**config.mk**
```make
export PLATFORM = sky130hd
export DESIGN_NAME = k_group_stream_reverser_top
export DESIGN_NICKNAME = d
export VERILOG_FILES = /design/src/kgsr_pkg.sv /design/src/kgsr_ram.sv /design/src/k_group_stream_reverser_top.sv
export VERILOG_INCLUDE_DIRS = /design/src /design/src/src
export SDC_FILE = /design/constraint.sdc
export NUM_CORES = 1
export LEC_CHECK = 0
export BUFFER_PORTS_ARGS = -buffer_cell sky130_fd_sc_hd__buf_2
export CORE_ASPECT_RATIO = 0.6
export CORE_MARGIN = 2
export CORE_UTILIZATION = 35
export DETAILED_ROUTE_END_ITERATION = 12
export SLEW_MARGIN = 20
export SYNTH_ARGS = -nofsm -noshare
export SYNTH_HDL_FRONTEND = slang
export SYNTH_SLANG_ARGS = --single-unit
```
**constraint.sdc**
```tcl
create_clock -name clk -period 3.5 [get_ports clk]
set_input_delay 0.35 -clock clk [delete_from_list [all_inputs] [get_ports clk]]
set_output_delay 0.35 -clock clk [all_outputs]
set_load 0.02 [all_outputs]
```
**src/k_group_stream_reverser_top_defines.svh**
```systemverilog
// assertion macros for the k-group stream reverser
`ifndef K_GROUP_STREAM_REVERSER_TOP_DEFINES_SVH
`define K_GROUP_STREAM_REVERSER_TOP_DEFINES_SVH

// same-cycle implication, checked out of reset
`define KGSR_ASSERT_IMP(lbl, ante, cons) \
  lbl: assert property (@(posedge clk) disable iff (!rst_n) (ante) |-> (cons)) \
    else $error("kgsr same-cycle check failed");

// next-cycle implication, checked out of reset
`define KGSR_ASSERT_NXT(lbl, ante, cons) \
  lbl: assert property (@(posedge clk) disable iff (!rst_n) (ante) |=> (cons)) \
    else $error("kgsr next-cycle check failed");

`endif

```
**src/kgsr_pkg.sv**
```systemverilog
// shared constants, types and helpers of the k-group stream reverser
`timescale 1ns / 1ps

package kgsr_pkg;

  localparam int MAX_GROUP = 16;
  localparam int DATA_W    = 32;
  localparam int CFG_W     = 5;
  localparam int ADDR_W    = (MAX_GROUP > 1) ? $clog2(MAX_GROUP) : 1;
  localparam int CNT_W     = $clog2(MAX_GROUP + 1);

  localparam logic [CFG_W-1:0] GROUP_SIZE_RST = CFG_W'(2);

  typedef enum logic [1:0] {
    ST_IDLE,
    ST_RD,
    ST_LD
  } st_t;

  // clamp the configured group size into 1..MAX_GROUP
  function automatic logic [CNT_W-1:0] eff_group(input logic [CFG_W-1:0] g);
    int unsigned gi;
    gi = g;
    if (gi < 1) gi = 1;
    if (gi > MAX_GROUP) gi = MAX_GROUP;
    return CNT_W'(gi);
  endfunction

endpackage

```
**src/kgsr_ram.sv**
```systemverilog
// generic simple dual-port ram with registered read
`timescale 1ns / 1ps

module kgsr_ram #(
  parameter int WIDTH = 32,
  parameter int DEPTH = 16
) (
  input  logic                                        clk,
  input  logic                                        we,
  input  logic [((DEPTH > 1) ? $clog2(DEPTH) : 1)-1:0] waddr,
  input  logic [WIDTH-1:0]                            wdata,
  input  logic                                        re,
  input  logic [((DEPTH > 1) ? $clog2(DEPTH) : 1)-1:0] raddr,
  output logic [WIDTH-1:0]                            rdata
);

  logic [WIDTH-1:0] mem [DEPTH];
  logic [WIDTH-1:0] rdata_r;

  always_ff @(posedge clk) begin
    if (we) begin
      mem[waddr] <= wdata;
    end
    if (re) begin
      rdata_r <= mem[raddr];
    end
  end

  assign rdata = rdata_r;

endmodule

```
**src/k_group_stream_reverser_top.sv**
```systemverilog
// top level of the k-group stream reverser
`timescale 1ns / 1ps
`include "k_group_stream_reverser_top_defines.svh"

// k-group stream reverser: signed 32-bit values arrive one per input
// transaction and are written into a 16-entry group buffer ram. once the
// buffer holds group_size values (clamped to 1..16; 0 acts as 1) the whole
// group is sent out newest-first; if a transaction carrying in_stream_last
// leaves a partial group, that remainder is sent out oldest-first.
// out_burst_last marks the last result caused by an input transaction and
// out_stream_end the last result caused by the stream's final transaction.
// timing: an input transaction that causes no result leaves the block in
// idle, still ready. one that causes n results is written first, then
// each result passes through ST_RD for the ram's registered read and
// ST_LD to load the output register, which waits while it holds a result
// and out_ready is low; in_ready returns after the last result. the single
// read port of the buffer ram paces the burst. a finished result waits in
// the output register while the next input transaction is taken.
// cfg_we writes group_size; write it only while the block is idle.
module k_group_stream_reverser_top (
  input  logic                             clk,
  input  logic                             rst_n,
  // configuration port
  input  logic                             cfg_we,
  input  logic [kgsr_pkg::CFG_W-1:0]       cfg_wdata,
  // input channel
  input  logic                             in_valid,
  output logic                             in_ready,
  input  logic signed [kgsr_pkg::DATA_W-1:0] in_value,
  input  logic                             in_stream_last,
  // result channel
  output logic                             out_valid,
  input  logic                             out_ready,
  output logic signed [kgsr_pkg::DATA_W-1:0] out_value,
  output logic                             out_burst_last,
  output logic                             out_stream_end
);

  // control state
  kgsr_pkg::st_t                  state_r, state_nxt;
  logic [kgsr_pkg::CFG_W-1:0]     group_size_r;
  logic [kgsr_pkg::CNT_W-1:0]     fill_r, fill_nxt;     // values held in the buffer
  logic [kgsr_pkg::CNT_W-1:0]     rem_r, rem_nxt;       // results left in this burst
  logic [kgsr_pkg::ADDR_W-1:0]    addr_r, addr_nxt;     // next buffer entry to read
  logic                           down_r, down_nxt;     // reverse order burst
  logic                           last_r, last_nxt;     // burst caused by stream end
  logic                           out_valid_r, out_valid_nxt;

  // output payload
  logic signed [kgsr_pkg::DATA_W-1:0] out_value_r, out_value_nxt;
  logic                               out_burst_last_r, out_burst_last_nxt;
  logic                               out_stream_end_r, out_stream_end_nxt;

  // buffer ram ports
  logic                           ram_we;
  logic                           ram_re;
  logic [kgsr_pkg::DATA_W-1:0]    ram_rdata;

  logic                           in_acc;
  logic                           out_acc;
  logic                           out_free;
  logic [kgsr_pkg::CNT_W-1:0]     new_fill;
  logic [kgsr_pkg::CNT_W-1:0]     grp;

  assign in_ready = (state_r == kgsr_pkg::ST_IDLE);
  assign in_acc   = in_valid && in_ready;
  assign out_acc  = out_valid_r && out_ready;
  assign out_free = !out_valid_r || out_ready;
  assign new_fill = fill_r + kgsr_pkg::CNT_W'(1);
  assign grp      = kgsr_pkg::eff_group(group_size_r);

  // new value lands at the current fill position
  assign ram_we = in_acc;
  assign ram_re = (state_r == kgsr_pkg::ST_RD);

  kgsr_ram #(
    .WIDTH (kgsr_pkg::DATA_W),
    .DEPTH (kgsr_pkg::MAX_GROUP)
  ) u_buf (
    .clk   (clk),
    .we    (ram_we),
    .waddr (fill_r[kgsr_pkg::ADDR_W-1:0]),
    .wdata (in_value),
    .re    (ram_re),
    .raddr (addr_r),
    .rdata (ram_rdata)
  );

  always_ff @(posedge clk) begin
    if (!rst_n) begin
      state_r      <= kgsr_pkg::ST_IDLE;
      group_size_r <= kgsr_pkg::GROUP_SIZE_RST;
      fill_r       <= '0;
      rem_r        <= '0;
      addr_r       <= '0;
      down_r       <= 1'b0;
      last_r       <= 1'b0;
      out_valid_r  <= 1'b0;
    end else begin
      state_r     <= state_nxt;
      fill_r      <= fill_nxt;
      rem_r       <= rem_nxt;
      addr_r      <= addr_nxt;
      down_r      <= down_nxt;
      last_r      <= last_nxt;
      out_valid_r <= out_valid_nxt;
      if (cfg_we) begin
        group_size_r <= cfg_wdata;
      end
    end
  end

  // output payload needs no reset
  always_ff @(posedge clk) begin
    out_value_r      <= out_value_nxt;
    out_burst_last_r <= out_burst_last_nxt;
    out_stream_end_r <= out_stream_end_nxt;
  end

  always_comb begin
    state_nxt          = state_r;
    fill_nxt           = fill_r;
    rem_nxt            = rem_r;
    addr_nxt           = addr_r;
    down_nxt           = down_r;
    last_nxt           = last_r;
    out_valid_nxt      = out_valid_r && !out_acc;
    out_value_nxt      = out_value_r;
    out_burst_last_nxt = out_burst_last_r;
    out_stream_end_nxt = out_stream_end_r;

    case (state_r)
      kgsr_pkg::ST_IDLE: begin
        if (in_acc) begin
          last_nxt = in_stream_last;
          if (new_fill >= grp) begin
            // full group (or size lowered mid-group): newest first
            state_nxt = kgsr_pkg::ST_RD;
            rem_nxt   = new_fill;
            addr_nxt  = fill_r[kgsr_pkg::ADDR_W-1:0];
            down_nxt  = 1'b1;
            fill_nxt  = '0;
          end else if (in_stream_last) begin
            // partial group at stream end: arrival order
            state_nxt = kgsr_pkg::ST_RD;
            rem_nxt   = new_fill;
            addr_nxt  = '0;
            down_nxt  = 1'b0;
            fill_nxt  = '0;
          end else begin
            fill_nxt = new_fill;
          end
        end
      end

      kgsr_pkg::ST_RD: begin
        // read issued this cycle, data next cycle
        state_nxt = kgsr_pkg::ST_LD;
        addr_nxt  = down_r ? (addr_r - kgsr_pkg::ADDR_W'(1))
                           : (addr_r + kgsr_pkg::ADDR_W'(1));
      end

      kgsr_pkg::ST_LD: begin
        // ram data holds until the output register frees up
        if (out_free) begin
          out_valid_nxt      = 1'b1;
          out_value_nxt      = ram_rdata;
          out_burst_last_nxt = (rem_r == kgsr_pkg::CNT_W'(1));
          out_stream_end_nxt = last_r && (rem_r == kgsr_pkg::CNT_W'(1));
          rem_nxt            = rem_r - kgsr_pkg::CNT_W'(1);
          state_nxt          = (rem_r == kgsr_pkg::CNT_W'(1)) ? kgsr_pkg::ST_IDLE
                                                              : kgsr_pkg::ST_RD;
        end
      end

      default: begin
        state_nxt = kgsr_pkg::ST_IDLE;
      end
    endcase
  end

  assign out_valid      = out_valid_r;
  assign out_value      = out_value_r;
  assign out_burst_last = out_burst_last_r;
  assign out_stream_end = out_stream_end_r;

  // the buffer never holds MAX_GROUP values between transactions
  `KGSR_ASSERT_IMP(a_fill_below_max, 1'b1, fill_r < kgsr_pkg::CNT_W'(kgsr_pkg::MAX_GROUP))
  // no burst left over once back in idle
  `KGSR_ASSERT_IMP(a_idle_no_burst, state_r == kgsr_pkg::ST_IDLE, rem_r == '0)
  // a stream-end transaction always empties the buffer
  `KGSR_ASSERT_NXT(a_last_empties, in_acc && in_stream_last, fill_r == '0)

endmodule
```
* Yosys cells after proc, flatten, opt, wreduce, memory -nomap -nowiden
Memories as Yosys holds them, arrays and structs flattened. A register that Yosys moved wholly into a read port is not among the register bits. Cells that the tools add are included.
Storage, ports and cells: memories 1, output and inout port bits 36, register bits after elaboration 58, bits of input ports 43, bits in writable memories 512, logic and storage cells 68
Memory list:
- u_buf.mem | depth 16, bits a word 32, rd ports 1, clocked after memory_dff 1, wr ports 1, line kgsr_ram.sv:17 | logic [WIDTH-1:0] mem [DEPTH];
Cells by class: $add $sub $neg 4, eq/ne operators 6, reduce and logical (&&, ||, !) cells 17, order comparisons 3, muxes and demuxes 26
Operator list (number):
- $mux 5 | 8
- $gt 32x5->1 const B | 1
- $mux 4 | 4
- $pmux 5 s2 | 1
- $reduce_and 3->1 | 3
- $mux 2 | 4
- $pmux 4 s2 | 1
- $mux 1 | 7
- $pmux 2 s3 | 1
- $reduce_bool 2->1 | 3
- $add 5x1->5 const B | 1
- $eq 5x1->1 const B | 1
- $ge 5x5->1 | 1
- $lt 5x1->1 const B | 1
- $sub 5x1->5 const B | 1
- $add 4x1->4 const B | 1
- $logic_and 1x1->1 | 4
- $reduce_and 2->1 | 2
- $reduce_and 4->1 | 1
- $sub 4x1->4 const B | 1
- $ne 3x1->1 const B | 1
- $eq 2x1->1 const B | 1
- $eq 2x2->1 const B | 1
- $logic_not 1->1 | 2
- 4 further kinds | 4

* Longest topological paths before layout
Gate-level depths: netlist (run 1).
depth in word-level cells 8, mapped depth 9, mapped depth without buffers 9

* Cells and area by module
A second synthesis (run 1) with hierarchy kept.
Unflattened totals: cells, all modules 1029, area total of the unflattened synthesis 22571.6 um^2
Modules (own cells, without submodules):
- kgsr_ram | instances 1, cells an instance 838, seq. area each 16335.7 um^2, area each 20155.6 um^2
- k_group_stream_reverser_top | instances 1, cells an instance 191, seq. area each 1501.4 um^2, area each 2416.1 um^2

* Least setup slack after synthesis (run 1)
No wires, ideal clock.
path type register to register, start point register state_r[1], end point memory u_buf.mem[3][0] (enable), setup time 0.461 ns, period minus slack after synthesis 3.614 ns, cell stages (with the launch flop) 6, arrival 3.153 ns, data required time 3.039 ns, setup slack -0.114 ns, buffers on the path 1, path through dfxtp_1 inv_1 and3_1 clkbuf_1 nand2_1 nor3_1
On the way: word-level cells in the longest chain between the ends 4
RTL lines:
- start, declared | line k_group_stream_reverser_top.sv:40 | kgsr_pkg::st_t state_r, state_nxt;
- start signal, assigned | line k_group_stream_reverser_top.sv:91 | state_r <= kgsr_pkg::ST_IDLE;
- start signal, assigned | line k_group_stream_reverser_top.sv:100 | state_r <= state_nxt;
- $logic_not 2->1 | line k_group_stream_reverser_top.sv:65 | assign in_ready = (state_r == kgsr_pkg::ST_IDLE);
- $logic_and 1x1->1 | line k_group_stream_reverser_top.sv:66 | assign in_acc = in_valid && in_ready;
- $mux 1 | line kgsr_ram.sv:21 | if (we) begin
- $mux 1 (not written as such) | line kgsr_ram.sv:22 | mem[waddr] <= wdata;
- end, declared | line kgsr_ram.sv:17
Every way passes these cells.

* Worst setup path after layout (run 1)
start point register fill_r[2] in the netlist's numbering, end point register addr_r[2] in the netlist's numbering
On the way: word-level cells in the longest chain between the ends 5, elaborated cells on any way between the ends 7
RTL lines:
- start, declared | line k_group_stream_reverser_top.sv:42 | logic [kgsr_pkg::CNT_W-1:0] fill_r, fill_nxt;
- start signal, assigned | line k_group_stream_reverser_top.sv:101 | fill_r <= fill_nxt;
- $add 5x1->5 | line k_group_stream_reverser_top.sv:69 | assign new_fill = fill_r + kgsr_pkg::CNT_W'(1);
- $ge 5x5->1 | line k_group_stream_reverser_top.sv:136 | if (new_fill >= grp) begin
- $mux 4 | line k_group_stream_reverser_top.sv:136
- $mux 4 | line k_group_stream_reverser_top.sv:134 | if (in_acc) begin
- $pmux 4 s2 | line k_group_stream_reverser_top.sv:132 | case (state_r)
- end signal, assigned | line k_group_stream_reverser_top.sv:103 | addr_r <= addr_nxt;
- end, declared | line k_group_stream_reverser_top.sv:44 | logic [kgsr_pkg::ADDR_W-1:0] addr_r, addr_nxt;
Parallel ways exist; a longest one is shown, timed or not. The select of a mux whose other input is x is not followed. A chain may end at the register's enable or synchronous reset.

==> flow_metrics.env, run 1 <==
export IMPL_run_status="finished, final reports clean"
export IMPL_setup_viol=0
export IMPL_finalInstanceArea_sq_mm=0.0263
export IMPL_tns_ns=0
export IMPL_num_vias=10400
export IMPL_timing_hold_violations_final=0
export IMPL_actual_slew_at_the_worst_max_slew_pin_ns=1.04
export IMPL_synth_top_cell_area_share_pct=76.4
export IMPL_drt_iter0_drc=1260
export IMPL_timing_max_slew_rel_slack_pct=30.8
export IMPL_synth_most_common_cell="edfxtp_1"
export IMPL_power_frac_comb_pct=7.8
export IMPL_drt_pre_antenna_iters=5
export IMPL_setup_worst_path_end_class="register"
export IMPL_synth_area_top_cells="edfxtp_1 76%, mux4_2 16%, dfxtp_1 2.1%, ha_1 0.72%, nor2_1 0.56%"
export IMPL_seqPwrFrac_pct=54.4
export IMPL_ff2ff_setup_slack_ns=0.52
export IMPL_globalRouteOverflowTotal=0
export IMPL_clock_share_of_power_pct=37.8
export IMPL_cp_max_fo=13
export IMPL_synth_largest_area_cell="edfxtp_1"
export IMPL_worst_setup_path_startpoint="fill_r[2]"
export IMPL_r2r_cells=7
export IMPL_slew_viol_final=0
export IMPL_core_area_sq_mm=0.0643
export IMPL_first_global_vias=10600
export IMPL_wirelength_routed_um=49800
export IMPL_floorplan_rows=72
export IMPL_cts_buffers=52
export IMPL_worst_setup_path_start_kind="register"
export IMPL_post_synthesis_cell_count=978
export IMPL_critical_path_reg2reg_endpoint="addr_r[2]"
export IMPL_hold_class="in -> reg"
export IMPL_grt_pass1_wl_um=73400
export IMPL_tritoncts="done"
export IMPL_ys_flop_type="edfxtp_1"
export IMPL_post_synthesis_cell_area_sq_mm=0.0227
export IMPL_power_share_switching_pct=21.7
export IMPL_synth_cell_types=42
export IMPL_num_fill_cells=5639
export IMPL_timing_hold_worst_start="cfg_wdata[4]"
export IMPL_area_growth_syn_to_layout_pct=15.7
export IMPL_worstSetupPathType="reg -> reg"
export IMPL_drc_errors=0
export IMPL_power_leakage_nw=8.11
export IMPL_clock_root_buffer="clkbuf_16"
export IMPL_power_switching_mw=3.26
export IMPL_synth_nets=1035
export IMPL_initial_utilization_pct=35.3
export IMPL_cts_max_path_buffers=3
export IMPL_place_port_buffers=78
export IMPL_dieHeight_um=201
export IMPL_max_freq_ghz=0.335
export IMPL_cts_htree_levels=2
export IMPL_synth_yosys_seq_area_share_pct=78.5
export IMPL_post_route_period_util_pct=85.2
export IMPL_die_width_um=333
export IMPL_clk_pin_slew_ns=0.07
export IMPL_post_route_cells_drive_above_1_share_pct=32.6
export IMPL_yosys_register_bits=602
export IMPL_dp_hpwl_um=27800
export IMPL_rsz0062_at_grt="no"
export IMPL_maxCapViolations=0
export IMPL_synth_area_per_cell_sq_um=23.2
export IMPL_design_die_area_sq_mm=0.0670
export IMPL_drt_antenna_violating_nets=0
export IMPL_regArea_sq_mm=0.0178
export IMPL_worst_ep_arrival_time_ns=3.47
export IMPL_holdPathEnd="group_size_r[4]"
export IMPL_peakVddDrop_uv=366
export IMPL_worst_clock_skew_ns=0.0119
export IMPL_numClockSinks=602
export IMPL_regToRegStartpoint="fill_r[2]"
export IMPL_clock_latency_ns=0.59
export IMPL_dpl_cell_area_sq_mm=0.0246
export IMPL_post_synthesis_async_set_or_reset_flop_share_pct=0
export IMPL_pwr_density_cell_mw_per_mm2=571
export IMPL_synth_top_cells_by_count="578 x edfxtp_1, 160 x mux4_2, 34 x nor2_1, 24 x dfxtp_1, 22 x clkbuf_1"
export IMPL_internal_power_mw=11.7
export IMPL_fin_crit_ns=2.98
export IMPL_grt_start_max_net_pins=55
export IMPL_place_gp_congestion=0.771
export IMPL_synth_warning_count=0
export IMPL_grt_antenna_before_repair=3
export IMPL_io_pins=79
export IMPL_overall_global_routing_usage_pct=15.0
export IMPL_vias_per_cell=5.18
export IMPL_post_cts_resized_instances=0
export IMPL_final_net_count=1169
export IMPL_hold_depth=3
export IMPL_critical_path_required_ns=3.99
export IMPL_multi_input_area_sq_mm=0.00471
export IMPL_route_detailed_wl_per_inst_um=24.9
export IMPL_post_synth_edffs=578
[layer usage]
metal | up-vias | GRT usage [%] | wire length (um)
met2 | 330 | 22.3 | 22400
met3 | 54 | 2.84 | 3010
met1 | 5606 | 23.1 | 23800
met5 | - | 0 | 11
li1 | 4388 | - | -
met4 | 2 | 2.62 | 614
[how the worst max path moves through the flow]
stage                             endpoint  slack (ns)  depth (start not counted)
final                            addr_r[2]        0.52                          7
after floorplan           u_buf.mem[11][0]        0.74                          5
after global routing             addr_r[3]        0.19                          7
after CTS                        addr_r[2]        0.59                          7
after detailed placement         addr_r[3]        0.61                          8
after global placement           addr_r[3]        0.75                          8
[worst max-delay path, cell delays in order, from the launching register on]
cell and delay [ns]:
dfxtp_1 0.74, nand3_1 0.24, xnor2_1 0.31, ha_1 0.28, o21ai_0 0.14, o31ai_1 0.71, nand3_1 0.15, a221oi_1 0.30
[timing repair]
action | 4_1_cts | 5_1_grt
endpoints found under the hold margin | 4 | 0
hold buffers | 4 | 0
buffers inserted | 0 | 0
[sequential cells by signal, summed over array words and instances (netlist names)]
signal          cells
u_buf.rdata        32
out_stream_end      1
u_buf.mem         512
group_size_r        5
out_value          32
state_r             2
rem_r               5
last_r              1
fill_r              5
out_valid           1
out_burst_last      1
down_r              1
addr_r              4
[cell usage in the layout, fill, tap and decap left out, drive strengths merged, types with 4 or more instances in the layout]
cell type and count:
a21oi 14, and3 4, buf 119, bufinv 4, clkbuf 65, clkinv 23
dfxtp 24, dlygate4sd3 4, edfxtp 578, ha 13, inv 17, mux2i 5
mux4 160, nand2 21, nand2b 5, nand3 7, nor2 34, nor3 9
o21ai 9, xnor2 4
[per-stage QoR]
step                      power, mW  utilization, %  hold slack, ns  setup WS, ns  instances
after detailed placement       9.51            38.2           0.405         0.614       1905
after CTS                      15.2            40.8         0.00449         0.593       2003
after global routing           15.5            40.8          0.0250         0.192       2003
after floorplan                9.07               -           0.400         0.742        978
after global placement         9.48            38.2           0.405         0.751       1905
final                          15.0            40.8          0.0262         0.518       2004
[power by group through the flow]
stage	sequential (mW)	combinational (mW)	clock, mW
3_3_place_gp	8.32	1.16	0
4_1_cts	8.17	1.19	5.80
6_report	8.16	1.17	5.67
5_1_grt	8.17	1.26	6.08
3_5_place_dp	8.32	1.18	0
2_1_floorplan	8.28	0.794	0
[layout make-up]
class	count	share of cell area (%)
multi-input combinational	317	17.9
antenna	1	0.00952
clock buffer	65	5.30
sequential	602	67.9
timing repair buffer	123	3.57
inverter	16	0.229
clock inverter	29	0.976
tap	851	4.05
[kinds of logic (layout without fill, tap and decap cells)]
logic type               count (synthesis)  in the layout  synth area share (%)
flip-flops                             602            602                  78.5
AO/OA/AOI/OAI                           47             47                  1.38
buffers and inverters                   59            233                  1.33
AND/OR/NAND/NOR                         85             85                  1.66
other                                    0              1                     0
multiplexers                           165            165                  16.1
XOR/XNOR                                 6              6                 0.231
adder cells (fa/ha/maj)                 14             14                 0.804
(Power assumes the default switching activity.)
==> run 2: changes to the inputs <==
Settings changed: MAX_ROUTING_LAYER set to met4.
==> run 2 against run 1 <==
Cell area about the same. Sequential share of layout area about the same. Register-to-register slack improved by 0.02 ns. Sequential cell count unchanged. First-iteration DRC count decreased by 8.0%. Final cell count about the same. Non-clock buffer count unchanged. Largest cell class unchanged. Clock skew about the same. Critical path depth increased by 1. Maximum frequency increased by 0.68%. Combinational power about the same. Die area unchanged.
==> flow_metrics.env, run 2 (synthesized netlist as in run 1, its figures left out) <==
export IMPL_m1WireLength_um=23400
export IMPL_clock_root_buffer="clkbuf_16"
export IMPL_drc_errors=0
export IMPL_worst_ep_arrival_time_ns=3.44
export IMPL_number_of_flip_flops_in_the_largest_register=512
export IMPL_drt_iter0_drc=1159
export IMPL_peakVddDrop_uv=366
export IMPL_maxCapViolations=0
export IMPL_io_pins=79
export IMPL_dr_wl_met2_um=22400
export IMPL_route_detailed_wl_per_inst_um=24.8
export IMPL_floorplan_rows=72
export IMPL_setup_worst_path_end_class="register"
export IMPL_timing_max_slew_rel_slack_pct=30.7
export IMPL_final_cell_count_no_fill=2005
export IMPL_route_met3_wl_um=3270
export IMPL_num_vias=10400
export IMPL_cts_htree_levels=2
export IMPL_cts_max_path_buffers=3
export IMPL_drt_antenna_violating_nets=0
export IMPL_core_area_sq_mm=0.0643
export IMPL_area_growth_syn_to_layout_pct=15.7
export IMPL_cts_setup_buffers=0
export IMPL_cts_buffers=52
export IMPL_actual_slew_at_the_worst_max_slew_pin_ns=1.04
export IMPL_overall_global_routing_usage_pct=15.4
export IMPL_dp_hpwl_um=27800
export IMPL_tritoncts="done"
export IMPL_power_share_switching_pct=21.7
export IMPL_max_stage_delay_ns=0.74
export IMPL_worst_clock_skew_ns=0.0121
export IMPL_run_status="finished, final reports clean"
export IMPL_clk_pin_slew_ns=0.07
export IMPL_place_port_buffers=78
export IMPL_worst_setup_path_start_kind="register"
export IMPL_slowest_stage="dfxtp_1"
export IMPL_wirelength_routed_um=49700
export IMPL_most_common_layout_cells="578 x edfxtp_1, 160 x mux4_2, 78 x buf_2"
export IMPL_regArea_sq_mm=0.0178
export IMPL_max_freq_ghz=0.338
export IMPL_grt_pass1_wl_um=73400
export IMPL_post_route_period_util_pct=84.6
export IMPL_multi_input_area_sq_mm=0.00471
export IMPL_power_frac_comb_pct=7.8
export IMPL_p_total_mw=15.0
export IMPL_power_leakage_nw=8.11
export IMPL_route_top_layer_used="met4"
export IMPL_grt_antenna_before_repair=3
export IMPL_die_width_um=333
export IMPL_worst_hold_slack_ns=0.0246
export IMPL_tns_ns=0
export IMPL_initial_utilization_pct=35.3
export IMPL_power_switching_mw=3.26
export IMPL_hold_class="in -> reg"
export IMPL_rsz0062_at_grt="no"
export IMPL_final_net_count=1169
export IMPL_critPathBufInv=0
export IMPL_grt_start_max_net_pins=55
export IMPL_worstSetupPathType="reg -> reg"
export IMPL_worstPathCellList="nand3_1 > xnor2_1 > ha_1 > nor4_1 > o21ai_1 > a41oi_2 > a21oi_1 > a221oi_1"
export IMPL_drt_pre_antenna_iters=5
export IMPL_dieHeight_um=201
export IMPL_final_common_cell="edfxtp_1"
export IMPL_post_place_cells=1905
export IMPL_max_flop_register="u_buf.mem"
export IMPL_fin_crit_ns=2.96
export IMPL_globalRouteOverflowTotal=0
export IMPL_slew_viol_final=0
export IMPL_place_gp_congestion=0.782
export IMPL_internal_power_mw=11.7
export IMPL_critical_path_required_ns=3.98
export IMPL_vias_per_cell=5.19
export IMPL_first_global_vias=10600
export IMPL_num_fill_cells=5638
export IMPL_post_route_cells_drive_above_1_share_pct=32.6
export IMPL_family_with_the_most_delay_on_the_worst_path="compound AO/OA/AOI/OAI gates"
export IMPL_seqPwrFrac_pct=54.4
export IMPL_pwr_density_cell_mw_per_mm2=571
export IMPL_setup_viol=0
export IMPL_design_die_area_sq_mm=0.0670
export IMPL_numClockSinks=602
export IMPL_cp_max_fo=13
export IMPL_timing_hold_violations_final=0
export IMPL_clock_latency_ns=0.59
export IMPL_clock_share_of_power_pct=37.8
-- run 2: changes by cell type in the layout (fill, tap and decap cells not counted) --
cell     before  now
diode_2       1    2
-- run 2: per-stage QoR --
| stage | util (%) | cell area, sq um | setup slack, ns |
|---|---|---|---|
| 6_report | 40.9 | 26300 | 0.538 |
| 5_1_grt | 40.9 | 26300 | 0.192 |
| 4_1_cts | 40.8 | 26300 | 0.593 |
| 3_5_place_dp | 38.2 | 24600 | 0.614 |
| 3_3_place_gp | 38.2 | 24600 | 0.751 |
| 2_1_floorplan | - | 22700 | 0.742 |
-- run 2: layer usage --
layer  GRT usage [%]  vias up
li1                -     4390
met1            23.0     5605
met2            22.4      357
met3            2.84       54
met4            2.62        0
met5               -        -
-- run 2: final cells by class --
class                   instances  area share (%)
inverters                      16           0.229
clock inverters                29           0.976
well taps                     851            4.05
multi-input cells             317            17.9
flip-flops and latches        602            67.9
clock buffers                  65            5.30
repair buffers                123            3.57
diodes                          2          0.0190
-- run 2: worst reg2reg max path, stage by stage, from the launching register on --
cell	delay (ns)
dfxtp_1	0.74
nand3_1	0.25
xnor2_1	0.22
ha_1	0.29
nor4_1	0.30
o21ai_1	0.25
a41oi_2	0.40
a21oi_1	0.08
a221oi_1	0.32
-- run 2: worst paths after layout --
kind	start	to	slack [ns]	cells after the start
setup / recovery	fill_r[2]	addr_r[3]	0.54	8
hold / removal	cfg_wdata[4]	group_size_r[4]	0.02	3
setup reg to reg	fill_r[2]	addr_r[3]	0.54	8
hold reg to reg	u_buf.rdata[25]	out_value[25]	0.42	0
-- run 2: timing repair --
item	CTS	global route
resized for setup	0	0
hold endpoints to repair	4	0
hold buffers	4	0
-- run 2: power groups by stage --
stage,combinational [mW],sequential (mW),clock (mW)
after floorplan,0.794,8.28,0
after global placement,1.16,8.32,0
after detailed placement,1.18,8.32,0
after CTS,1.19,8.17,5.80
after global routing,1.26,8.17,6.09
final,1.17,8.16,5.67
